### src/design/pbc_pkg.sv
// Package for the polygon box clipper: sequencer states, divider phases,
// configuration register indexes and fixed constants. No dependencies.
`default_nettype none

package pbc_pkg;

  // clip planes in order: x min, x max, y min, y max, z min, z max
  localparam int NUM_STAGES = 6;
  // stage level, 0..NUM_STAGES (NUM_STAGES means "goes to output")
  localparam int LVL_W = 3;
  // width of the output limit and the per-polygon emit counter
  localparam int CNT_W = 16;
  localparam logic [CNT_W-1:0] MAX_OUT_RESET = 16'd1024;
  localparam int CFG_IDX_W = 3;

  typedef enum logic [CFG_IDX_W-1:0] {
    CFG_X_MIN   = 3'd0,
    CFG_X_MAX   = 3'd1,
    CFG_Y_MIN   = 3'd2,
    CFG_Y_MAX   = 3'd3,
    CFG_Z_MIN   = 3'd4,
    CFG_Z_MAX   = 3'd5,
    CFG_MAX_OUT = 3'd6
  } cfg_reg_e;

  typedef enum logic [2:0] {
    ST_IDLE,
    ST_PROC,
    ST_DSTART,
    ST_DWAIT,
    ST_EMIT,
    ST_POP,
    ST_CLOSE,
    ST_FIN
  } seq_state_e;

  typedef enum logic {
    PH_MUL,
    PH_DIV
  } div_phase_e;

endpackage

`default_nettype wire

### src/design/pbc_xdiv.sv
// Serial crossing unit: c0 + trunc(da*(c1-c0)/(da-db)) by shift-add multiply
// then restoring divide, one bit per cycle. Depends on pbc_pkg.
`default_nettype none

module pbc_xdiv #(
  parameter int COORD_BITS = 32
) (
  input  wire logic                  clk_i,
  input  wire logic                  rst_ni,
  input  wire logic                  start_i,
  input  wire logic [COORD_BITS-1:0] c0_i,
  input  wire logic [COORD_BITS-1:0] c1_i,
  input  wire logic [COORD_BITS:0]   da_i,
  input  wire logic [COORD_BITS:0]   db_i,
  output logic                       done_o,
  output logic [COORD_BITS-1:0]      res_o
);

  localparam int CB = COORD_BITS;
  localparam int N  = CB + 1;        // magnitude / quotient bits
  localparam int PW = 2 * N;         // product bits
  localparam int CW = $clog2(N);

  logic                 busy_q;
  pbc_pkg::div_phase_e  ph_q;
  logic [CW-1:0]        cnt_q;
  logic [N-1:0]         a_q, b_q;
  logic [N:0]           d_q, rem_q;
  logic [PW-1:0]        acc_q;
  logic                 neg_q;
  logic [CB-1:0]        c0_q;
  logic                 done_q;
  logic [CB-1:0]        res_q;

  // operand setup
  logic signed [N-1:0] diff;
  logic signed [N:0]   den;
  logic [N-1:0]        a_mag, b_mag;
  logic [N:0]          d_mag;
  logic                neg;

  always_comb begin
    diff  = $signed({c1_i[CB-1], c1_i}) - $signed({c0_i[CB-1], c0_i});
    den   = $signed({da_i[N-1], da_i}) - $signed({db_i[N-1], db_i});
    a_mag = da_i[N-1] ? N'(-da_i) : da_i;
    b_mag = diff[N-1] ? N'(-diff) : N'(diff);
    d_mag = den[N] ? (N+1)'(-den) : (N+1)'(den);
    neg   = da_i[N-1] ^ diff[N-1] ^ den[N];
  end

  // one step of multiply or divide
  logic [PW-1:0]  acc_d;
  logic [N+1:0]   trial;
  logic           ge;
  logic [N:0]     rem_d;
  logic [N-1:0]   quo;
  logic [N:0]     sum;

  always_comb begin
    acc_d = {acc_q[PW-2:0], 1'b0} + (b_q[N-1] ? PW'(a_q) : '0);
    trial = {rem_q, b_q[N-1]};
    ge    = trial >= {1'b0, d_q};
    rem_d = ge ? (N+1)'(trial - {1'b0, d_q}) : (N+1)'(trial);
    quo   = {b_q[N-2:0], ge};
    sum   = neg_q ? {c0_q[CB-1], c0_q[CB-1], c0_q} - {1'b0, quo}
                  : {c0_q[CB-1], c0_q[CB-1], c0_q} + {1'b0, quo};
  end

  always_ff @(posedge clk_i or negedge rst_ni) begin
    if (!rst_ni) begin
      busy_q <= 1'b0;
      ph_q   <= pbc_pkg::PH_MUL;
      cnt_q  <= '0;
      done_q <= 1'b0;
    end else begin
      done_q <= 1'b0;
      if (start_i) begin
        busy_q <= 1'b1;
        ph_q   <= pbc_pkg::PH_MUL;
        cnt_q  <= CW'(N - 1);
      end else if (busy_q) begin
        if (cnt_q == '0) begin
          if (ph_q == pbc_pkg::PH_MUL) begin
            ph_q  <= pbc_pkg::PH_DIV;
            cnt_q <= CW'(N - 1);
          end else begin
            busy_q <= 1'b0;
            done_q <= 1'b1;
          end
        end else begin
          cnt_q <= cnt_q - 1'b1;
        end
      end
    end
  end

  // datapath
  always_ff @(posedge clk_i) begin
    if (start_i) begin
      a_q   <= a_mag;
      b_q   <= b_mag;
      d_q   <= d_mag;
      neg_q <= neg;
      c0_q  <= c0_i;
      acc_q <= '0;
    end else if (busy_q) begin
      if (ph_q == pbc_pkg::PH_MUL) begin
        acc_q <= acc_d;
        if (cnt_q == '0) begin
          rem_q <= {1'b0, acc_d[PW-1:N]};
          b_q   <= acc_d[N-1:0];
        end else begin
          b_q <= {b_q[N-2:0], 1'b0};
        end
      end else begin
        rem_q <= rem_d;
        b_q   <= quo;
        if (cnt_q == '0) begin
          res_q <= sum[CB-1:0];
        end
      end
    end
  end

  assign done_o = done_q;
  assign res_o  = res_q;

endmodule

`default_nettype wire
### config.mk
export PLATFORM = sky130hd
export DESIGN_NAME = pbc_xdiv
export DESIGN_NICKNAME = d
export VERILOG_FILES = /design/src/design/pbc_pkg.sv /design/src/design/pbc_xdiv.sv
export SDC_FILE = /design/constraint.sdc
export NUM_CORES = 1
export LEC_CHECK = 0
export BUFFER_PORTS_ARGS = -buffer_cell sky130_fd_sc_hd__buf_2
export CAP_MARGIN = 30
export CORE_MARGIN = 4
export CORE_UTILIZATION = 40
export DETAILED_ROUTE_END_ITERATION = 16
export PLACE_DENSITY = 0.61
export SKIP_LAST_GASP = 1
export SYNTH_ARGS = -nofsm -noshare
export SYNTH_HDL_FRONTEND = slang
export SYNTH_SLANG_ARGS = --single-unit
### constraint.sdc
create_clock -name clk_i -period 19.4 [get_ports clk_i]
set_clock_uncertainty 0.15 [all_clocks]
set_input_delay 3.88 -clock clk_i [delete_from_list [all_inputs] [get_ports clk_i]]
set_output_delay 3.88 -clock clk_i [all_outputs]
set_load 0.005 [all_outputs]
==> metrics.txt, run 1 <==
CTS Root Cell clkbuf_16; Compound-Gate Fraction of Synth Area 22.7%; CORE AREA 56,600 um^2; Mapped Nets 3,001; post-detailed-route count of antenna-violating nets 0; number of library cell types mapped by synthesis 93; Max Slew Vio Count 0; final worst setup slack 11,300 ps; post-synthesis mux area share 1.62%; final hold vios 0; setup TNS 0 ps; Worst R2R End res_o[31]; worst hold start acc_q[26]; DP HPWL 52,200 um; first-pass GRT wire length 104,000 um; number of synthesized flops with an enable pin 199; Starting DRT DRC Count 1,498; RSZ-0062 raised after global routing false; Sequential Area 7500 um^2; IO buf count 165; Max stage delay cell, worst path clkinv_1; Post-CTS Setup Bufs 0; syn_area_per_cell 8.52 um^2; Die Wd 248 um; worst vdd ir 61.1 uV; Cell Pwr Density 110 nW/um^2; worst slew pin tran 949 ps; Bufs and invs on worst path 3; Syn Inst Count 2,696; Max Root-Sink Buffers 3; Max Freq 123 MHz; grt ovf 0; dominant synthesized flop cell edfxtp_1; Nets 3,116; number of synthesized register bits 273; # setup viols final 0; CP Class reg2reg; type of the worst min-delay path reg2reg; Seq/Total Area, Yosys 32.7%; GRT Util Overall 21.2%; max-cap viol count 0; DR WL/cell 18.7 um; Worst R2R Setup Slack 11,300 ps; ant diodes 0; adder and majority cell fraction of the synthesized area 9.53%; hold slack 308 ps; Critical Path AT 8240 ps; worst hold path depth 2; Yosys Warn Count 0; First-pass DRT Iterations 5; drt total wl 67,100 um; worst-path fanout max 36; die height 248 um; max_slew headroom 36.4%; antenna violations before repair 0; vias in the first global route 19,300; CP peak stage delay 740 ps; Crit path top cell by count a31o_2; Worst setup SP type register; post-synthesis async set-or-reset flop share 3.30%; Initial Utilization 40.6%; Area Growth Syn to Fin 11.9%; CP endpoint kind register; Netlist Area Pre-Place 23,000 um^2; worst hold endpoint acc_q[26]; Via density 5.69; pre-CTS WS 11,390 ps; reg-to-reg startpoint b_q[32]; Post-Synth XOR/XNOR Area 10.3%; CTS Sinks 273; Clock Latency Late Sink 560 ps; Hold Buf Count CTS 0; CTS tree done; Pleak 10.5 nW; fillers 5,590; die area 61,300 um^2; fin crit share 41.8%; PostCTS Resize Cnt 0; H-tree depth 2; share of layout cells above drive strength 1 9.94%; pin count of the biggest net entering global routing 86; Post-Synth Simple-Gate Area 18.3%; post-layout min period 8100 ps; Reg clk slew, reported paths 50 ps; # rows 87; DR vias 20,400; multi-input logic area 14,400 um^2; Reg2Reg Depth 24; Worst EP required 19,540 ps; largest family of logic cells by synthesized area compound AO/OA/AOI/OAI gates; residual DRC count 0; Num CTS Buffers 37; outcome complete, no violations; Top Family by Delay on Critical Path compound AO/OA/AOI/OAI gates; # IOs 166; cell chain of the critical path buf_4 -> inv_1 -> ha_1 -> nor2b_1 -> o31a_1 -> o31ai_1 -> a211oi_1 -> a31o_2 -> a31o_2 -> a21o_1 -> clkinv_1 -> ha_1 -> mux2i_1 -> ha_1 -> nor2b_1 -> o31ai_1 -> a211oi_1 -> a31o_2 -> a31o_2 -> o41a_1 -> a2111oi_0 -> o21bai_1 -> o31ai_1 -> xnor2_1; Routability Congestion 0.894
worst min-delay path: cells and delay by family (launching register included):
kind,cells,cell delay (ps)
compound gates,1,50
flops,1,310
simple gates,1,50
final cells by class:
type,instances,share of cell area (%)
flip-flops and latches,273,29.2
clock inverters,16,0.711
clock buffers,49,3.94
multi-input cells,2138,55.9
well taps,756,3.68
inverters,178,2.60
repair buffers,183,3.99
sequential cells by signal, indices dropped and copies added, names as in the netlist:
| name | flops |
|---|---|
| b_q | 33 |
| ph_q | 1 |
| done_o | 1 |
| c0_q | 32 |
| acc_q | 65 |
| cnt_q | 6 |
| neg_q | 1 |
| rem_q | 34 |
| res_o | 32 |
| a_q | 33 |
| busy_q | 1 |
| d_q | 34 |
routing by layer:
layer | vias to the layer above | track usage, % | routed length (um)
li1 | 10100 | - | -
met1 | 9517 | 29.3 | 30600
met2 | 703 | 32.5 | 28700
met3 | 143 | 3.96 | 4700
met4 | 0 | 9.08 | 3030
met5 | - | 0 | 0
worst max path at each step:
stage | startpoint | endpoint | slack, ps | cells after the start
finish | b_q[32] | res_o[31] | 11300 | 24
floorplan | da_i[0] | d_q[29] | 12090 | 13
CTS | b_q[32] | res_o[31] | 11440 | 24
detailed placement | c0_i[17] | b_q[31] | 11390 | 13
global route | b_q[32] | res_o[31] | 10950 | 24
global placement | da_i[0] | d_q[29] | 11470 | 14
through the flow:
stage | std cells | area [um^2] | utilization, % | total power [mW]
after floorplan | 2696 | 23000 | - | 1.80
after global placement | 3522 | 24400 | 43.1 | 2.10
after detailed placement | 3528 | 24500 | 43.3 | 2.13
after CTS | 3593 | 25700 | 45.4 | 2.83
after global routing | 3593 | 25700 | 45.4 | 3.02
final | 3593 | 25700 | 45.4 | 2.83
cell families (layout without fill, tap and decap cells):
group                    after synthesis  in the layout
multiplexers                          37             37
AND/OR/NAND/NOR                      852            852
XOR/XNOR                             271            271
AO/OA/AOI/OAI                        806            806
flip-flops                           273            273
adder cells (fa/ha/maj)              172            172
buffers and inverters                285            426
report_power, final:
group	internal [mW]	switching (mW)	total, mW
clock	0.419	0.266	0.685
sequential	0.779	0.0814	0.861
combinational	0.517	0.767	1.28
total	1.72	1.11	2.83
synthesized netlist by cell type (all sizes together) (9+ instances only):
cell type  instances  share of area [%]
ha               167                9.1
o41ai             11               0.42
nor2b             23               0.63
nand2            241                3.9
nor3              56                1.3
clkbuf            84                1.4
o31ai             32                1.0
a31oi             33               0.90
buf               23               0.62
dfrtp              9               0.98
o21bai            16               0.52
nand3             66                1.4
mux2i             35                1.5
or3               27               0.74
inv              177                2.9
a21boi            12               0.39
nor2             202                3.3
xor2              86                3.3
nor3b             14               0.46
o21a              32                1.0
o211ai            25               0.84
a211oi            58                1.9
a21o              77                2.5
nand2b            40                1.1
a211o             12               0.46
nand4             36               0.98
or2               11               0.30
edfxtp           199                 26
nor4              19               0.54
xnor2            185                7.1
a31o              10               0.38
a21oi            257                5.6
and2              54                1.5
o21ai            154                3.4
and3              31               0.85
dfxtp             65                5.7
cells in the final DEF, fill, tap and decap left out, drive strengths merged, types with 14 or more instances in the layout:
cell type and instances:
xor2 86, nor4 19, nand3 66, o31ai 32, nor2b 23, nand2 241
a21oi 257, o21ai 154, edfxtp 199, a31oi 33, a211oi 58, buf 183
nor3 56, nand4 36, mux2i 35, inv 178, or3 27, and3 31
dfxtp 65, ha 167, o211ai 25, o21bai 16, nand2b 40, nor3b 14
nor2 202, and2 54, a21o 77, xnor2 185, o21a 32, clkbuf 49
No activity file was read; power rests on OpenSTA's default activity.
==> run 2: changes to the inputs <==
--- a/config.mk
+++ b/config.mk
@@ -10,7 +10,7 @@
 export CORE_MARGIN = 4
 export CORE_UTILIZATION = 40
 export DETAILED_ROUTE_END_ITERATION = 16
-export PLACE_DENSITY = 0.61
+export PLACE_DENSITY = 0.63
 export SKIP_LAST_GASP = 1
 export SYNTH_ARGS = -nofsm -noshare
 export SYNTH_HDL_FRONTEND = slang
==> constraint.sdc (replaced) <==
create_clock -name clk_i -period 7.3 [get_ports clk_i]
set_clock_uncertainty 0.15 [all_clocks]
set_input_delay 1.46 -clock clk_i [delete_from_list [all_inputs] [get_ports clk_i]]
set_output_delay 1.46 -clock clk_i [all_outputs]
set_load 0.005 [all_outputs]
==> metrics.txt, run 2 (synthesis results as in run 1) <==
outcome complete, no violations; Max Slew Vio Count 0; max-cap viol count 0; reg-to-reg startpoint d_q[1]; Worst R2R Setup Slack 450 ps; pre-CTS WS 307 ps; biggest registers after layout acc_q x65, d_q x34, rem_q x34; Die Wd 248 um; most frequent cells in the layout 254 x a21oi_1, 241 x nand2_1, 201 x nor2_1; residual DRC count 0; met2 wire length 29,100 um; DR WL/cell 18.7 um; register bank with the most flops acc_q; Clock Latency Late Sink 540 ps; Hold Buf Count CTS 0; Cell Pwr Density 289 nW/um^2; IO buf count 165; Via density 5.72; Area Growth Syn to Fin 11.6%; setup TNS 0 ps; worst hold start acc_q[5]; GRT Util Overall 21.1%; Max Root-Sink Buffers 3; CORE AREA 56,600 um^2; Initial Utilization 40.6%; die area 61,300 um^2; grt ovf 0; CP endpoint kind register; final hold vios 0; share of layout cells above drive strength 1 10.1%; First-pass DRT Iterations 6; max_slew headroom 37.0%; Pleak 10.4 nW; Critical Path AT 6980 ps; drt total wl 67,200 um; Max Freq 146 MHz; M1 wire length 31,700 um; Num CTS Buffers 35; type of the worst min-delay path reg2reg; PostCTS Resize Cnt 0; commonest non-fill, non-tap cell in the layout a21oi_1; post-detailed-route count of antenna-violating nets 0; Worst EP required 7430 ps; Reg clk slew, reported paths 60 ps; antenna violations before repair 0; Routability Congestion 0.923; # rows 87; # IOs 166; vias in the first global route 19,600; first-pass GRT wire length 105,000 um; Max stage delay cell, worst path a2111oi_1; H-tree depth 2; max reg flops 65; worst-path fanout max 5; met3 wire len 3830 um; overall power 7.40 mW; fin crit share 93.8%; CP peak stage delay 450 ps; DP HPWL 51,900 um; post-layout min period 6850 ps; Nets 3,117; Highest Signal Layer met4; die height 248 um; final worst setup slack 454 ps; Post-CTS Setup Bufs 0; CP Class reg2reg; CTS Sinks 273; CTS Root Cell clkbuf_16; CTS tree done; Crit path top cell by count a31o_2; CP startpoint d_q[1]; ant diodes 0; fin util 45.3%; Worst setup SP type register; pin count of the biggest net entering global routing 165; # setup viols final 0; worst vdd ir 148 uV; Starting DRT DRC Count 1,621; worst slew pin tran 946 ps; RSZ-0062 raised after global routing false; DR vias 20,600
[run 2: cell count changes in the layout (fill, tap and decap cells not counted), sizes merged]
cell,previous run,this run
clkinvlp,2,1
bufinv,4,2
buf,183,186
inv,178,179
[run 2: per-layer routing]
metal | global-route usage [%] | vias up
met2 | 33.0 | 587
met1 | 29.9 | 9817
met3 | 2.70 | 110
met4 | 8.08 | 0
li1 | - | 10100
met5 | 0 | -
[run 2: per-stage QoR]
stage	instance area (um^2)	cells	hold WS [ps]
after floorplan	23000	2696	286
after global placement	24500	3528	298
after detailed placement	24500	3531	301
after CTS	25600	3594	309
after global routing	25600	3594	330
final	25600	3594	309
[run 2: final timing paths]
path,endpoint,depth (start not counted)
max,res_o[31],25
min,acc_q[5],2
max reg2reg,res_o[31],25
min reg2reg,acc_q[5],2
max in group asynchronous,ph_q,1
min in group asynchronous,cnt_q[0],1
[run 2: cell type report]
| type | instances | area [um^2] |
|---|---|---|
| Clock inverter | 14 | 124 |
| Timing Repair Buffer | 186 | 1020 |
| Tap cell | 756 | 946 |
| Clock buffer | 49 | 1000 |
| Inverter | 178 | 668 |
| Sequential cell | 273 | 7500 |
| Fill cell | 5540 | 31000 |
| Multi-Input combinational cell | 2138 | 14400 |
[run 2: critical path: cells and delay by family (launching register included)]
kind / cells / cell delay (ps)
AOI/OAI and AO/OA: 15 / 4010
xor gates and xnor gates: 2 / 330
buffers and inverters: 2 / 120
adders and majority gates: 3 / 790
DFF: 1 / 390
and+or+nand+nor: 3 / 790
[run 2: power by group]
group	internal (mW)	leakage, nW	switching (mW)
Sequential	2.07	2.56	0.235
Clock	1.03	0.551	0.686
Combinational	1.38	7.33	1.99
Total	4.48	10.4	2.92
